==> src/hdl/burnd_pkg.sv <==
// package with constants, types and helper functions of the bounded random unit
package burnd_pkg;

  localparam int unsigned MtN         = 624;
  localparam int unsigned MtM         = 397;
  localparam int unsigned IdxW        = 10;
  localparam logic [31:0] MtMatrix    = 32'h9908_B0DF;
  localparam logic [31:0] MtInitMul   = 32'd1812433253;
  localparam logic [31:0] SeedReset   = 32'd5489;
  localparam int unsigned MaxTriesDef = 20;

  typedef enum logic [0:0] {
    CMD_SIGNED   = 1'b0,
    CMD_UNSIGNED = 1'b1
  } cmd_e;

  // classified request handed from the front to the back
  typedef struct packed {
    logic        direct;
    logic [63:0] direct_value;
    logic [63:0] offset;
    logic [63:0] bnd;
  } job_t;

  typedef enum logic [3:0] {
    BK_IDLE,
    BK_START,
    BK_SETUP,
    BK_DIV,
    BK_FETCH,
    BK_WAIT,
    BK_CHECK,
    BK_MOD,
    BK_DONE,
    BK_OUT
  } back_state_e;

  typedef enum logic [2:0] {
    MT_SEED,
    MT_SEED_MUL,
    MT_READY,
    MT_REGEN_RD,
    MT_REGEN_WR,
    MT_RD,
    MT_RD_WAIT
  } mt_state_e;

  function automatic logic [31:0] temper(input logic [31:0] x);
    logic [31:0] y;
    y = x ^ (x >> 11);
    y = y ^ ((y << 7) & 32'h9D2C_5680);
    y = y ^ ((y << 15) & 32'hEFC6_0000);
    y = y ^ (y >> 18);
    return y;
  endfunction

endpackage

==> src/hdl/burnd_if.sv <==
// valid/ready channel interfaces for requests and results
interface burnd_req_if;
  logic        valid;
  logic        ready;
  logic        cmd;
  logic [63:0] lo;
  logic [63:0] hi;
  logic [63:0] bound;
  modport source (output valid, cmd, lo, hi, bound, input ready);
  modport sink (input valid, cmd, lo, hi, bound, output ready);
endinterface


==> src/hdl/burnd_front.sv <==
// front end: accepts requests, classifies them and fills a two-entry queue
module burnd_front (
  input  logic              clk_i,
  input  logic              rst_ni,
  burnd_req_if.sink         req,
  output logic              job_valid_o,
  input  logic              job_pop_i,
  output burnd_pkg::job_t   job_o
);
  burnd_pkg::job_t fifo_q [2];
  logic            wp_q, rp_q;
  logic [1:0]      cnt_q;
  burnd_pkg::job_t cls;
  logic            push;

  always_comb begin
    cls              = '0;
    cls.direct_value = req.lo;
    cls.offset       = '0;
    cls.bnd          = req.bound;
    if (req.cmd == burnd_pkg::CMD_SIGNED) begin
      cls.offset = req.lo;
      cls.bnd    = req.hi - req.lo;
      cls.direct = ($signed(req.lo) >= $signed(req.hi));
    end else begin
      cls.direct_value = '0;
      cls.direct       = (req.bound == '0);
    end
  end

  assign req.ready   = (cnt_q != 2'd2);
  assign push        = req.valid && req.ready;
  assign job_valid_o = (cnt_q != 2'd0);
  assign job_o       = fifo_q[rp_q];

  always_ff @(posedge clk_i) begin
    if (push) fifo_q[wp_q] <= cls;
  end

  always_ff @(posedge clk_i or negedge rst_ni) begin
    if (!rst_ni) begin
      wp_q <= 1'b0; rp_q <= 1'b0; cnt_q <= 2'd0;
    end else begin
      if (push) wp_q <= ~wp_q;
      if (job_pop_i) rp_q <= ~rp_q;
      cnt_q <= cnt_q + {1'b0, push} - {1'b0, job_pop_i};
    end
  end
endmodule

==> src/flat_wrapper.sv <==
// flat-port wrapper written by rule: the top's interface ports become plain ports
module burnd_front_flat 
  (clk_i, rst_ni, job_valid_o, job_pop_i, job_o, req_valid, req_cmd, req_lo, req_hi, req_bound, req_ready);
  burnd_req_if req_i ();
  input  logic clk_i;
  input  logic rst_ni;
  output logic job_valid_o;
  input  logic job_pop_i;
  output burnd_pkg::job_t job_o;
  input wire logic [$bits(req_i.valid)-1:0] req_valid;
  input wire logic [$bits(req_i.cmd)-1:0] req_cmd;
  input wire logic [$bits(req_i.lo)-1:0] req_lo;
  input wire logic [$bits(req_i.hi)-1:0] req_hi;
  input wire logic [$bits(req_i.bound)-1:0] req_bound;
  output wire logic [$bits(req_i.ready)-1:0] req_ready;
  assign req_i.valid = req_valid;
  assign req_i.cmd = req_cmd;
  assign req_i.lo = req_lo;
  assign req_i.hi = req_hi;
  assign req_i.bound = req_bound;
  assign req_ready = req_i.ready;
  burnd_front u_core (.clk_i(clk_i), .rst_ni(rst_ni), .req(req_i), .job_valid_o(job_valid_o), .job_pop_i(job_pop_i), .job_o(job_o));
endmodule
==> config.mk <==
export PLATFORM = sky130hd
export DESIGN_NAME = burnd_front_flat
export DESIGN_NICKNAME = d
export VERILOG_FILES = /design/src/hdl/burnd_pkg.sv /design/src/hdl/burnd_if.sv /design/src/hdl/burnd_front.sv /design/src/flat_wrapper.sv
export SDC_FILE = /design/constraint.sdc
export NUM_CORES = 1
export LEC_CHECK = 0
export BUFFER_PORTS_ARGS = -buffer_cell sky130_fd_sc_hd__buf_2
export CORE_ASPECT_RATIO = 1.75
export CORE_MARGIN = 2
export CORE_UTILIZATION = 50
export DETAILED_ROUTE_END_ITERATION = 6
export PLACE_DENSITY = 0.75
export SLEW_MARGIN = 25
export SYNTH_ARGS = -nofsm -noshare
export SYNTH_HDL_FRONTEND = slang
export SYNTH_SLANG_ARGS = --single-unit
==> constraint.sdc <==
create_clock -name clk_i -period 15.35 [get_ports clk_i]
set_input_delay 3.07 -clock clk_i [delete_from_list [all_inputs] [get_ports clk_i]]
set_output_delay 3.07 -clock clk_i [all_outputs]
set_load 0.02 [all_outputs]
==> metrics.txt <==
worst hold-check slack=0.5194 ns; synthesized instance count=1646; class of the most critical setup path=flip-flop to output pin; via count of the first global-routing pass=13450; total net switching power=0.001172 W; startpoint of the worst-slack reg-to-reg timing path=u_core.cnt_q[1]$_DFF_PN0_; Placement Rows=89; largest stage delay on the critical path=1.00 ns; area growth from synthesis to layout=15.31%; Finish-stage setup viols=0; I/O pin total=392; Hold Vio Cnt, Final=0; TritonCTS buffer count=26; power consumption=0.002977 W; CTS Hold Bufs=0; TritonCTS Sinks=262; global route total overflow=0; power density cells=151.6 nW/µm²; Synthesis Warnings=0; remaining routing DRC violations=0; data required time of the worst path=12.28 ns; Clk Tree Root Cell=sky130_fd_sc_hd__clkbuf_16; worst setup path start=u_core.rp_q$_DFFE_PN0P_; maximum number of pins on one net before global-route repair=98; final cell utilization of the core=58.40%; fin. max-slew vios=0; Crit path max-delay family=buffers and inverters; TNS Setup=0 ns; initial drt markers=837; cell chain of the critical path=buf_4 > mux2_2 > buf_2; IO buf count=391; ranking of synthesized cells by area=sky130_fd_sc_hd__edfxtp_1, sky130_fd_sc_hd__ha_1, sky130_fd_sc_hd__mux2_2; unrepaired setup endpoints after global routing=no; fraction of registers with async set or reset after synthesis=1.527%; Tightest Hold Check Type=flip-flop to flip-flop; area of the placeable core=33630 µm²; kind of end point of the critical path=output pin; Crit-path slowest cell=sky130_fd_sc_hd__dfrtp_4; synthesized netlist net count=1973; vias per cell=5.641; Distinct cells, synth=70; total die area=35610 µm²; Post-CTS Setup Repair Bufs=0; share of power burned in the clock network=21.2%; number of register bits inferred by synthesis=262; design internal power=0.001804 W; clock insertion delay at the later pin of the skew report=0.56 ns; switching power share of the total=39.38%; clock transition time at the flip-flop clock pins of the worst setup and hold paths=0.06 ns; Final Instance Area=19640 µm²; antenna violations before repair=3; VDD IR max=0.1917 mV; max-cap violation count=0; total half-perimeter wirelength after legalization and detailed placement=39.21 mm; most frequently used flop master after synthesis=sky130_fd_sc_hd__edfxtp_1; Die Ht=248.2 µm; aggregate routed wire length=51.05 mm; headroom to the max-slew limit=31.13%; worst slew pin tran=1.033 ns; arrival time worst endpoint=3.17 ns; cell area after synthesis=17030 µm²; start point of the worst min-delay path=u_core.cnt_q[1]$_DFF_PN0_; fraction of final layout cells sized beyond drive strength 1=30.60%; number of gates given a new drive strength after cts=0; Max clock buf depth=3; Layout Skew=0.02274 ns; Final period util=40.67%; relative contribution of combinational cells to total power=42.7%; Reg power frac=36.0%; wire length of the first global-routing pass=74.22 mm; clock tree from TritonCTS=yes; Clock H-tree levels=1; average detailed-routed wire length per instance=21.25 µm; startpoint type of the worst setup path=flip-flop; Min Clock Period, post-route=6.242 ns; timing-limited maximum frequency=160.2 MHz; Placement Cell Area=18800 µm²; mean instance size in the synthesized netlist=10.35 µm²; starting density of the core=50.64%; routability cong.=0.9542; Via Count=13550; die width=143.5 µm; outcome=completed; P_leak=8.645 nW; worst-path fanout max=71; Post-synth top cells=sky130_fd_sc_hd__edfxtp_1, sky130_fd_sc_hd__inv_1, sky130_fd_sc_hd__ha_1, sky130_fd_sc_hd__mux2_2, sky130_fd_sc_hd__nand2_1; count of flip-flops with a built-in enable after synthesis=258; largest area contributor in the synthesized netlist=sky130_fd_sc_hd__edfxtp_1; TritonRoute pass-1 iters=5; share of the synthesized area in the top cell type=45.49%; crit path buf inv count=2; sequential-to-total area share from yosys stat=46.08%; combined global-route utilization of all metal layers=27.45%; number of antenna-violating nets in the routed design=0; leading cell type by number of instances after synthesis=sky130_fd_sc_hd__edfxtp_1; Net count, final=2249
-- logic make-up after synthesis --
logic type	count (synthesis)	share of synthesized area, %
flip-flops	262	46.08
adder cells (fa/ha/maj)	130	9.594
multiplexers	132	8.706
XOR/XNOR	46	2.366
buffers and inverters	301	8.221
AND/OR/NAND/NOR	392	10.67
AO/OA/AOI/OAI	383	14.37
-- layer usage --
metal | vias up | GRT usage [%] | wire length [µm]
met1 | 6448 | 29.05 | 17630
li1 | 6398 | - | -
met2 | 554 | 51.09 | 26860
met3 | 149 | 3.210 | 2986
met5 | - | 0 | 0
met4 | 0 | 17.01 | 3573
-- placed cells by master (no fill, tap or decap), types with 4 or more instances in the layout --
master	count
sky130_fd_sc_hd__a211oi_1	11
sky130_fd_sc_hd__a21o_1	65
sky130_fd_sc_hd__a21oi_1	107
sky130_fd_sc_hd__a311oi_1	5
sky130_fd_sc_hd__a31oi_1	12
sky130_fd_sc_hd__and3_1	12
sky130_fd_sc_hd__buf_2	390
sky130_fd_sc_hd__buf_4	6
sky130_fd_sc_hd__clkbuf_1	4
sky130_fd_sc_hd__clkbuf_16	27
sky130_fd_sc_hd__clkinv_1	4
sky130_fd_sc_hd__clkinv_2	7
sky130_fd_sc_hd__diode_2	6
sky130_fd_sc_hd__edfxtp_1	258
sky130_fd_sc_hd__ha_1	129
sky130_fd_sc_hd__inv_1	151
sky130_fd_sc_hd__mux2_2	129
sky130_fd_sc_hd__nand2_1	125
sky130_fd_sc_hd__nand2b_1	7
sky130_fd_sc_hd__nand3_1	17
sky130_fd_sc_hd__nand4_1	27
sky130_fd_sc_hd__nor2_1	119
sky130_fd_sc_hd__nor2b_1	13
sky130_fd_sc_hd__nor3_1	23
sky130_fd_sc_hd__nor4_1	23
sky130_fd_sc_hd__o211ai_1	8
sky130_fd_sc_hd__o21a_1	13
sky130_fd_sc_hd__o21ai_0	92
sky130_fd_sc_hd__o21ai_1	6
sky130_fd_sc_hd__o21bai_1	14
sky130_fd_sc_hd__o22ai_1	6
sky130_fd_sc_hd__o31ai_1	6
sky130_fd_sc_hd__or2_2	4
sky130_fd_sc_hd__or4_1	5
sky130_fd_sc_hd__xnor2_1	29
sky130_fd_sc_hd__xor2_1	17
-- registers in the layout, summed over array words and instances, names as in the netlist --
register and count:
u_core.wp_q 1, u_core.fifo_q 258, u_core.rp_q 1, u_core.cnt_q 2
-- final timing paths --
| kind | to | slack, ns | depth (start not counted) |
|---|---|---|---|
| min in group asynchronous | u_core.cnt_q[1]$_DFF_PN0_ | 2.31 | 1 |
| min reg2reg | u_core.cnt_q[1]$_DFF_PN0_ | 0.52 | 1 |
| max in group asynchronous | u_core.rp_q$_DFFE_PN0P_ | 12.90 | 1 |
| max reg2reg | u_core.fifo_q[0][146]$_DFFE_PP_ | 12.40 | 5 |
| min | u_core.cnt_q[1]$_DFF_PN0_ | 0.52 | 1 |
| max | job_o[60] | 9.11 | 3 |
-- metrics by stage --
stage	setup WS, ns	instances
floorplan	6.206	1646
global placement	8.871	2349
detailed placement	8.781	2349
CTS	9.044	2396
global route	8.946	2398
finish	9.108	2402
-- power groups by stage --
stage	Combinational [W]	Clock, W	Sequential, W
6_report	0.00127	0.000631	0.00107
5_1_grt	0.00135	0.000666	0.00109
4_1_cts	0.00128	0.000641	0.00107
3_5_place_dp	0.00128	0	0.00109
3_3_place_gp	0.00127	0	0.00108
2_1_floorplan	0.000968	0	0.00107
-- layout make-up --
type                    count  area, µm²
clock inverters            16      137.6
inverters                 152      570.5
fillers                  2932      13990
multi-input cells        1083       7796
diodes                      6      15.01
well taps                 455      569.3
flip-flops and latches    262       7851
repair buffers            397       2008
clock buffers              31      690.7
(Power assumes the default switching activity.)
