### config.mk
export PLATFORM = sky130hd
export DESIGN_NAME = burnd_back_flat
export DESIGN_NICKNAME = d
export VERILOG_FILES = /design/src/hdl/burnd_pkg.sv /design/src/hdl/burnd_if.sv /design/src/hdl/burnd_divu.sv /design/src/hdl/burnd_back.sv /design/src/flat_wrapper.sv
export SDC_FILE = /design/constraint.sdc
export NUM_CORES = 1
export LEC_CHECK = 0
export ABC_AREA = 1
export CAP_MARGIN = 20
export CORE_ASPECT_RATIO = 0.6
export CORE_UTILIZATION = 40
export DETAILED_ROUTE_END_ITERATION = 10
export DONT_BUFFER_PORTS = 1
export SETUP_SLACK_MARGIN = 0.4
export SLEW_MARGIN = 20
export SYNTH_ARGS = -nofsm -noshare
export SYNTH_HDL_FRONTEND = slang
export SYNTH_SLANG_ARGS = --single-unit
### constraint.sdc
create_clock -name clk_i -period 10.71 [get_ports clk_i]
set_input_delay 0.5355 -clock clk_i [delete_from_list [all_inputs] [get_ports clk_i]]
set_output_delay 0.5355 -clock clk_i [all_outputs]
set_load 0.1 [all_outputs]
### src/hdl/burnd_pkg.sv
// package with constants, types and helper functions of the bounded random unit
package burnd_pkg;

  localparam int unsigned MtN         = 624;
  localparam int unsigned MtM         = 397;
  localparam int unsigned IdxW        = 10;
  localparam logic [31:0] MtMatrix    = 32'h9908_B0DF;
  localparam logic [31:0] MtInitMul   = 32'd1812433253;
  localparam logic [31:0] SeedReset   = 32'd5489;
  localparam int unsigned MaxTriesDef = 20;

  typedef enum logic [0:0] {
    CMD_SIGNED   = 1'b0,
    CMD_UNSIGNED = 1'b1
  } cmd_e;

  // classified request handed from the front to the back
  typedef struct packed {
    logic        direct;
    logic [63:0] direct_value;
    logic [63:0] offset;
    logic [63:0] bnd;
  } job_t;

  typedef enum logic [3:0] {
    BK_IDLE,
    BK_START,
    BK_SETUP,
    BK_DIV,
    BK_FETCH,
    BK_WAIT,
    BK_CHECK,
    BK_MOD,
    BK_DONE,
    BK_OUT
  } back_state_e;

  typedef enum logic [2:0] {
    MT_SEED,
    MT_SEED_MUL,
    MT_READY,
    MT_REGEN_RD,
    MT_REGEN_WR,
    MT_RD,
    MT_RD_WAIT
  } mt_state_e;

  function automatic logic [31:0] temper(input logic [31:0] x);
    logic [31:0] y;
    y = x ^ (x >> 11);
    y = y ^ ((y << 7) & 32'h9D2C_5680);
    y = y ^ ((y << 15) & 32'hEFC6_0000);
    y = y ^ (y >> 18);
    return y;
  endfunction

endpackage

### src/hdl/burnd_if.sv


interface burnd_rsp_if;
  logic        valid;
  logic        ready;
  logic [63:0] value;
  logic        fallback_used;
  modport source (output valid, value, fallback_used, input ready);
  modport sink (input valid, value, fallback_used, output ready);
endinterface

### src/hdl/burnd_divu.sv
// 33-bit restoring divider, one quotient bit per cycle, remainder out
module burnd_divu (
  input  logic        clk_i,
  input  logic        rst_ni,
  input  logic        start_i,
  input  logic [32:0] num_i,
  input  logic [32:0] den_i,
  output logic        done_o,
  output logic [32:0] rem_o
);
  logic [32:0] n_q, d_q;
  logic [33:0] r_q;
  logic [5:0]  cnt_q;
  logic        busy_q;
  logic [33:0] sh;

  assign sh     = {r_q[32:0], n_q[32]};
  assign rem_o  = r_q[32:0];
  assign done_o = busy_q && (cnt_q == 6'd0);

  always_ff @(posedge clk_i or negedge rst_ni) begin
    if (!rst_ni) begin
      busy_q <= 1'b0; cnt_q <= 6'd0;
    end else if (start_i) begin
      busy_q <= 1'b1; cnt_q <= 6'd33;
    end else if (busy_q) begin
      if (cnt_q == 6'd0) busy_q <= 1'b0;
      else cnt_q <= cnt_q - 6'd1;
    end
  end

  always_ff @(posedge clk_i) begin
    if (start_i) begin
      n_q <= num_i; d_q <= den_i; r_q <= '0;
    end else if (busy_q && cnt_q != 6'd0) begin
      n_q <= {n_q[31:0], 1'b0};
      r_q <= (sh >= {1'b0, d_q}) ? sh - {1'b0, d_q} : sh;
    end
  end
endmodule

### src/hdl/burnd_back.sv
// back end: bounded draws by masking or rejection with modulo fallback
module burnd_back #(
  parameter int unsigned MaxTries = burnd_pkg::MaxTriesDef
) (
  input  logic             clk_i,
  input  logic             rst_ni,
  input  logic             job_valid_i,
  output logic             job_pop_o,
  input  burnd_pkg::job_t  job_i,
  output logic             word_req_o,
  input  logic             word_ack_i,
  input  logic [31:0]      word_i,
  burnd_rsp_if.source      rsp
);
  localparam int unsigned TryW = $clog2(MaxTries + 1);

  burnd_pkg::back_state_e st_q, st_d;
  burnd_pkg::job_t job_q;
  logic        half_q;       // 0 high half, 1 low half
  logic [31:0] m_q;
  logic [31:0] g_q;
  logic [31:0] r_q;
  logic [31:0] hr_q;
  logic        fb_q;
  logic [TryW-1:0] fails_q;
  logic        divmode_q;    // a reduction is running in the divider
  logic        modg_q;       // next reduction is the fallback mod g
  logic [63:0] val_q;        // finished value waiting for the result register
  logic [63:0] out_q;
  logic        out_fb_q;
  logic        ov_q;

  logic        div_start;
  logic [32:0] div_num, div_den;
  logic        div_done;
  logic [32:0] div_rem;
  logic [32:0] range;
  logic        m_zero;
  logic        m_full;
  logic        rej;
  logic        last_try;
  logic [31:0] res;

  assign range    = {1'b0, m_q} + 33'd1;
  assign m_zero   = (m_q == 32'h0);
  assign m_full   = (m_q == 32'hFFFF_FFFF);
  // rejection only when the span is not a power of two
  assign rej      = ((range[31:0] & m_q) != 32'h0);
  assign last_try = (32'(fails_q) + 32'd1 >= 32'(MaxTries));

  burnd_divu u_div (
    .clk_i, .rst_ni, .start_i(div_start), .num_i(div_num), .den_i(div_den),
    .done_o(div_done), .rem_o(div_rem)
  );

  assign rsp.valid         = ov_q;
  assign rsp.value         = out_q;
  assign rsp.fallback_used = out_fb_q;

  always_comb begin
    res = r_q;
    if (m_zero) res = 32'h0;
    else if (!m_full && !rej) res = r_q & m_q;
  end

  // next state
  always_comb begin
    st_d = st_q;
    unique case (st_q)
      burnd_pkg::BK_IDLE: if (job_valid_i) st_d = burnd_pkg::BK_START;
      burnd_pkg::BK_START: begin
        if (job_q.direct) st_d = burnd_pkg::BK_DONE;
        else st_d = burnd_pkg::BK_SETUP;
      end
      burnd_pkg::BK_SETUP: begin
        if (m_zero) st_d = burnd_pkg::BK_OUT;
        else if (!rej) st_d = burnd_pkg::BK_FETCH;
        else st_d = burnd_pkg::BK_DIV;
      end
      burnd_pkg::BK_DIV: if (div_done) st_d = burnd_pkg::BK_FETCH;
      burnd_pkg::BK_FETCH: st_d = burnd_pkg::BK_WAIT;
      burnd_pkg::BK_WAIT: if (word_ack_i) st_d = burnd_pkg::BK_CHECK;
      burnd_pkg::BK_CHECK: begin
        if (!rej) st_d = burnd_pkg::BK_OUT;
        else if (r_q >= g_q && !last_try) st_d = burnd_pkg::BK_FETCH;
        else st_d = burnd_pkg::BK_MOD;
      end
      burnd_pkg::BK_MOD: begin
        if (divmode_q && div_done && !modg_q) st_d = burnd_pkg::BK_OUT;
      end
      burnd_pkg::BK_OUT: begin
        if (half_q) st_d = burnd_pkg::BK_DONE;
        else st_d = burnd_pkg::BK_SETUP;
      end
      burnd_pkg::BK_DONE: if (!ov_q) st_d = burnd_pkg::BK_IDLE;
      default: st_d = burnd_pkg::BK_IDLE;
    endcase
  end

  // outputs toward the queue, the twister and the divider
  always_comb begin
    job_pop_o  = 1'b0;
    word_req_o = 1'b0;
    div_start  = 1'b0;
    div_num    = {1'b0, 32'hFFFF_FFFF};
    div_den    = range;
    unique case (st_q)
      burnd_pkg::BK_IDLE:  job_pop_o = job_valid_i;
      burnd_pkg::BK_SETUP: div_start = rej;
      burnd_pkg::BK_FETCH: word_req_o = 1'b1;
      // request held until the twister answers, it may still be seeding
      burnd_pkg::BK_WAIT:  word_req_o = !word_ack_i;
      burnd_pkg::BK_MOD: begin
        if (!divmode_q) begin
          div_start = 1'b1;
          div_num   = {1'b0, r_q};
          div_den   = modg_q ? {1'b0, g_q} : range;
        end
      end
      default: ;
    endcase
  end

  always_ff @(posedge clk_i or negedge rst_ni) begin
    if (!rst_ni) begin
      st_q <= burnd_pkg::BK_IDLE; ov_q <= 1'b0;
    end else begin
      st_q <= st_d;
      if (st_q == burnd_pkg::BK_DONE && !ov_q) ov_q <= 1'b1;
      else if (rsp.valid && rsp.ready) ov_q <= 1'b0;
    end
  end

  always_ff @(posedge clk_i) begin
    unique case (st_q)
      burnd_pkg::BK_IDLE: if (job_valid_i) job_q <= job_i;
      burnd_pkg::BK_START: begin
        half_q <= 1'b0; fb_q <= 1'b0; hr_q <= '0;
        m_q <= job_q.bnd[63:32];
        val_q <= job_q.direct_value;
      end
      burnd_pkg::BK_SETUP: begin
        fails_q <= '0; divmode_q <= 1'b0; modg_q <= 1'b0;
      end
      burnd_pkg::BK_DIV: if (div_done) g_q <= 32'hFFFF_FFFF - div_rem[31:0];
      burnd_pkg::BK_WAIT: if (word_ack_i) r_q <= word_i;
      burnd_pkg::BK_CHECK: begin
        if (rej && r_q >= g_q) begin
          fails_q <= fails_q + TryW'(1);
          if (last_try) begin
            modg_q <= 1'b1; fb_q <= 1'b1;
          end
        end
      end
      burnd_pkg::BK_MOD: begin
        if (!divmode_q) divmode_q <= 1'b1;
        else if (div_done) begin
          divmode_q <= 1'b0; modg_q <= 1'b0; r_q <= div_rem[31:0];
        end
      end
      burnd_pkg::BK_OUT: begin
        if (!half_q) begin
          hr_q <= res; half_q <= 1'b1;
          if (res == job_q.bnd[63:32]) m_q <= job_q.bnd[31:0];
          else m_q <= 32'hFFFF_FFFF;
        end else begin
          val_q <= job_q.offset + {hr_q, res};
        end
      end
      burnd_pkg::BK_DONE: begin
        if (!ov_q) begin
          out_q <= val_q; out_fb_q <= fb_q;
        end
      end
      default: ;
    endcase
  end
endmodule

### src/flat_wrapper.sv
// flat-port wrapper written by rule: the top's interface ports become plain ports
module burnd_back_flat 
#(
  parameter int unsigned MaxTries = burnd_pkg::MaxTriesDef
)
  (clk_i, rst_ni, job_valid_i, job_pop_o, job_i, word_req_o, word_ack_i, word_i, rsp_valid, rsp_value, rsp_fallback_used, rsp_ready);
  burnd_rsp_if rsp_i ();
  input  logic clk_i;
  input  logic rst_ni;
  input  logic job_valid_i;
  output logic job_pop_o;
  input  burnd_pkg::job_t job_i;
  output logic word_req_o;
  input  logic word_ack_i;
  input  logic [31:0] word_i;
  output wire logic [$bits(rsp_i.valid)-1:0] rsp_valid;
  output wire logic [$bits(rsp_i.value)-1:0] rsp_value;
  output wire logic [$bits(rsp_i.fallback_used)-1:0] rsp_fallback_used;
  input wire logic [$bits(rsp_i.ready)-1:0] rsp_ready;
  assign rsp_valid = rsp_i.valid;
  assign rsp_value = rsp_i.value;
  assign rsp_fallback_used = rsp_i.fallback_used;
  assign rsp_i.ready = rsp_ready;
  burnd_back #(.MaxTries(MaxTries)) u_core (.clk_i(clk_i), .rst_ni(rst_ni), .job_valid_i(job_valid_i), .job_pop_o(job_pop_o), .job_i(job_i), .word_req_o(word_req_o), .word_ack_i(word_ack_i), .word_i(word_i), .rsp(rsp_i));
endmodule
==> run_results.csv <==
group,metric,value,unit
power,p_sw,4.36,mW
clocking,cts_setup_buffers,0,
power,pwr-share-clk,0.202,
timing,tns,0,ns
timing,finClkSkew,0.0397,ns
clocking,cts_sinks,570,
critical_path,reg2reg_from,"u_core.m_q[2]",
synth,yosys.area_share.adder,0.0684,
synth,synth_xor_area_frac,0.0172,
power,power.density,281,nW/um^2
hold_path,hold_path_class,"input port to flop",
global_routing,grt_max_degree,137,
critical_path,critical_path_class,"flop to flop",
finish,area_growth,16.0,%
power,p_int,5.61,mW
hold_path,hold_path_depth,2,
synth,yosys_warnings,0,
synth,syn_inst,3338,
clocking,clk_path_buf_depth,3,
clocking,cts_root_buffer,"clkbuf_16",
critical_path,crit_slowest_cell,"nor2_4",
placement,place.gp.congestion,1.01,
global_routing,grt-busiest-layer,"met1",
synth,avgSynthCellArea,9.16,um^2
synth,ys_seq_elements,570,
synth,synth_compound_gate_area_share,0.0950,
finish,drive_gt1_frac,0.0488,
placement,dp_worst_setup_slack,3.29,ns
timing,worstMarginPinSlew,1.09,ns
floorplanning,io_pins,298,
timing,period_needed,7.77,ns
finish,final_cell_area,35500,um^2
floorplanning,die_w,359,um
critical_path,cpMostUsedCell,"nand2_1",
power,sw_frac_of_total,0.437,
timing,setup_ws,2.94,ns
power,cellLeakagePower,14.5,nW
timing,slew_headroom,0.263,
synth,synth.distinct_cells,51,
clocking,clkTransAtPathRegs,0.07,ns
critical_path,r2r-end,"u_core.val_q[30]",
outcome,run_status,"finished, final reports clean",
drt,routed_via_density,5.32,
synth,synthMuxAreaShare,0,
critical_path,worstPathArrival,8.10,ns
critical_path,cp.required,11.05,ns
drt,vias,24400,
global_routing,grt_overflow,0,
critical_path,r2r_cells,29,
clocking,htreeDepth,2,
finish,finish.utilization,0.469,
global_routing,grtUsageMet2,0.334,
clocking,cts_tree,"built",
timing,clock.fmax,129,MHz
synth,synth_flop_cell,"edfxtp_1",
power,comb_power_share,0.394,
timing,fin_crit_sh,0.725,
floorplanning,core_area,75600,um^2
timing,maxSlewViolCount,0,
global_routing,grt_usage,0.271,
drt,dr.pass1.iters,6,
timing,hold_ws,0.103,ns
placement,hpwl,83000,um
placement,io_buffers,0,
critical_path,endpoint_kind,"flop",
floorplanning,rows,78,
critical_path,rrSetupSlack,2.94,ns
global_routing,grt_first_pass_wirelength,154000,um
power,pwr-share-seq,0.404,
synth,ys_seq_area_frac,0.547,
synth,synth_top_family_by_area,"simple AND/OR/NAND/NOR gates",
synth,synth_edf_count,525,
critical_path,start_kind,"flop",
hold_path,whs_endpoint,"u_core.r_q[7]",
drt,finalWirelength,107000,um
critical_path,worstPathMaxFanout,34,
floorplanning,fp.dieH,216,um
hold_path,worstHoldStart,"word_i[7]",
drt,drc,0,
clocking,cts_made_buffers,53,
global_routing,grt_util_met3,0.0962,
floorplanning,start_util,0.404,
global_routing,grt_pass1_vias,22100,
global_routing,grt_use_met1,0.444,
floorplanning,dieArea,77600,um^2
clocking,cts_resized,0,
placement,placed_area,31700,um^2
synth,synth_area,30600,um^2
run,cap_violations,0,
synth,syn_nets,3734,
critical_path,cpPeakStageDelay,0.75,ns
timing,finalSetupViolations,0,
drt,routedWlPerCell,23.4,um
clocking,hold_buffers,195,
finish,nNetsFinal,3936,
clocking,insertion_delay,0.64,ns
synth,yosys.area_share.simple,0.201,
synth,async_flop_share,0.0211,
timing,hold_viol,0,
power,ir_drop,0.154,mV
drt,initialDrtViolationCount,3036,
global_routing,antenna_found_initial,3,
timing,grt_setup_unrepaired,"no",
drt,postRouteAntennaNets,0,
## cell type report
cell class	count	area (um^2)
fill	7217	40200
sequential	570	16700
multi-input combinational	2211	11700
timing repair buffer	217	2130
inverter	487	1830
clock buffer	60	1380
tap	1000	1250
clock inverter	40	419
antenna	1	2.50
## power by group through the flow
stage          Clock [mW]  Combinational [mW]  Sequential, mW
2_1_floorplan           0                2.54            3.89
3_3_place_gp            0                3.75            4.05
3_5_place_dp            0                3.74            4.05
4_1_cts              2.04                3.82            4.01
5_1_grt              2.13                4.31            4.07
6_report             2.01                3.94            4.03
## worst max-delay path by stage
stage,from,to,slack (ns),cells past startpoint
CTS,u_core.m_q[2],u_core.val_q[59],3.23,33
global placement,u_core.m_q[2],u_core.val_q[30],3.03,29
floorplan,u_core.st_q[0],u_core.job_q[0],3.74,3
finish,u_core.m_q[2],u_core.val_q[30],2.94,29
global route,u_core.m_q[2],u_core.val_q[30],2.58,29
detailed placement,u_core.m_q[2],u_core.val_q[59],3.29,33
## per-layer routing
metal,up-vias,share of wire
met5,-,0
met4,0,0.010
met3,75,0.12
met2,1114,0.36
met1,11600,0.51
li1,11600,-
## flip-flops by register name (all words and copies together) (netlist names), 4 cells and up
name / cells
u_core.job_q: 193
u_core.rsp.value: 64
u_core.val_q: 64
u_core.u_div.d_q: 33
u_core.u_div.n_q: 33
u_core.u_div.r_q: 33
u_core.g_q: 32
u_core.hr_q: 32
u_core.m_q: 32
u_core.r_q: 32
u_core.u_div.cnt_q: 6
u_core.fails_q: 5
u_core.st_q: 4
## worst max-delay path, delay by kind of cell, from the launching register on
kind | cells | cell delay, ns
DFF | 1 | 0.42
xor gates and xnor gates | 1 | 0.34
buffers and inverters | 3 | 0.24
and+or+nand+nor | 19 | 4.66
AOI/OAI and AO/OA | 3 | 0.81
adders and majority gates | 3 | 0.96
## cells in the mapped netlist, types with 28 or more instances
master | count | area share
xnor2_1 | 42 | 0.012
clkbuf_1 | 37 | 0.0045
ha_1 | 164 | 0.067
nor2_1 | 396 | 0.049
nand3_2 | 30 | 0.0098
inv_1 | 483 | 0.059
nand3_1 | 160 | 0.026
nor3_1 | 28 | 0.0046
o21ai_0 | 209 | 0.034
edfxtp_1 | 525 | 0.52
dfxtp_1 | 33 | 0.022
a21oi_1 | 213 | 0.035
nand2_1 | 766 | 0.094
o211ai_1 | 33 | 0.0081
## stage by stage
stage | std cells | total power [mW]
2_1_floorplan | 3338 | 6.43
3_3_place_gp | 4290 | 7.81
3_5_place_dp | 4290 | 7.79
4_1_cts | 4585 | 9.87
5_1_grt | 4586 | 10.5
6_report | 4586 | 9.98
## kinds of logic (layout without fill, tap and decap cells)
kind of cell | after synthesis | in the layout
compound gates | 530 | 530
xor+xnor | 60 | 60
fa+ha+maj | 166 | 166
buf+inv | 557 | 804
flops | 570 | 570
other cells | 0 | 1
simple gates | 1455 | 1455
## cell usage in the layout, fill, tap and decap left out, types with 30 or more instances in the layout
cell type      Yosys  layout
clkbuf_16          0      54
nor2_1           396     392
edfxtp_1         525     525
inv_1            483     479
nand3_2           30      30
nand2_1          766     766
o21ai_0          209     208
xnor2_1           42      42
a21oi_1          213     210
dlygate4sd3_1      0     195
dfxtp_1           33      33
o211ai_1          33      33
ha_1             164     164
nand3_1          160     160
No activity file was read; power rests on OpenSTA's default activity.
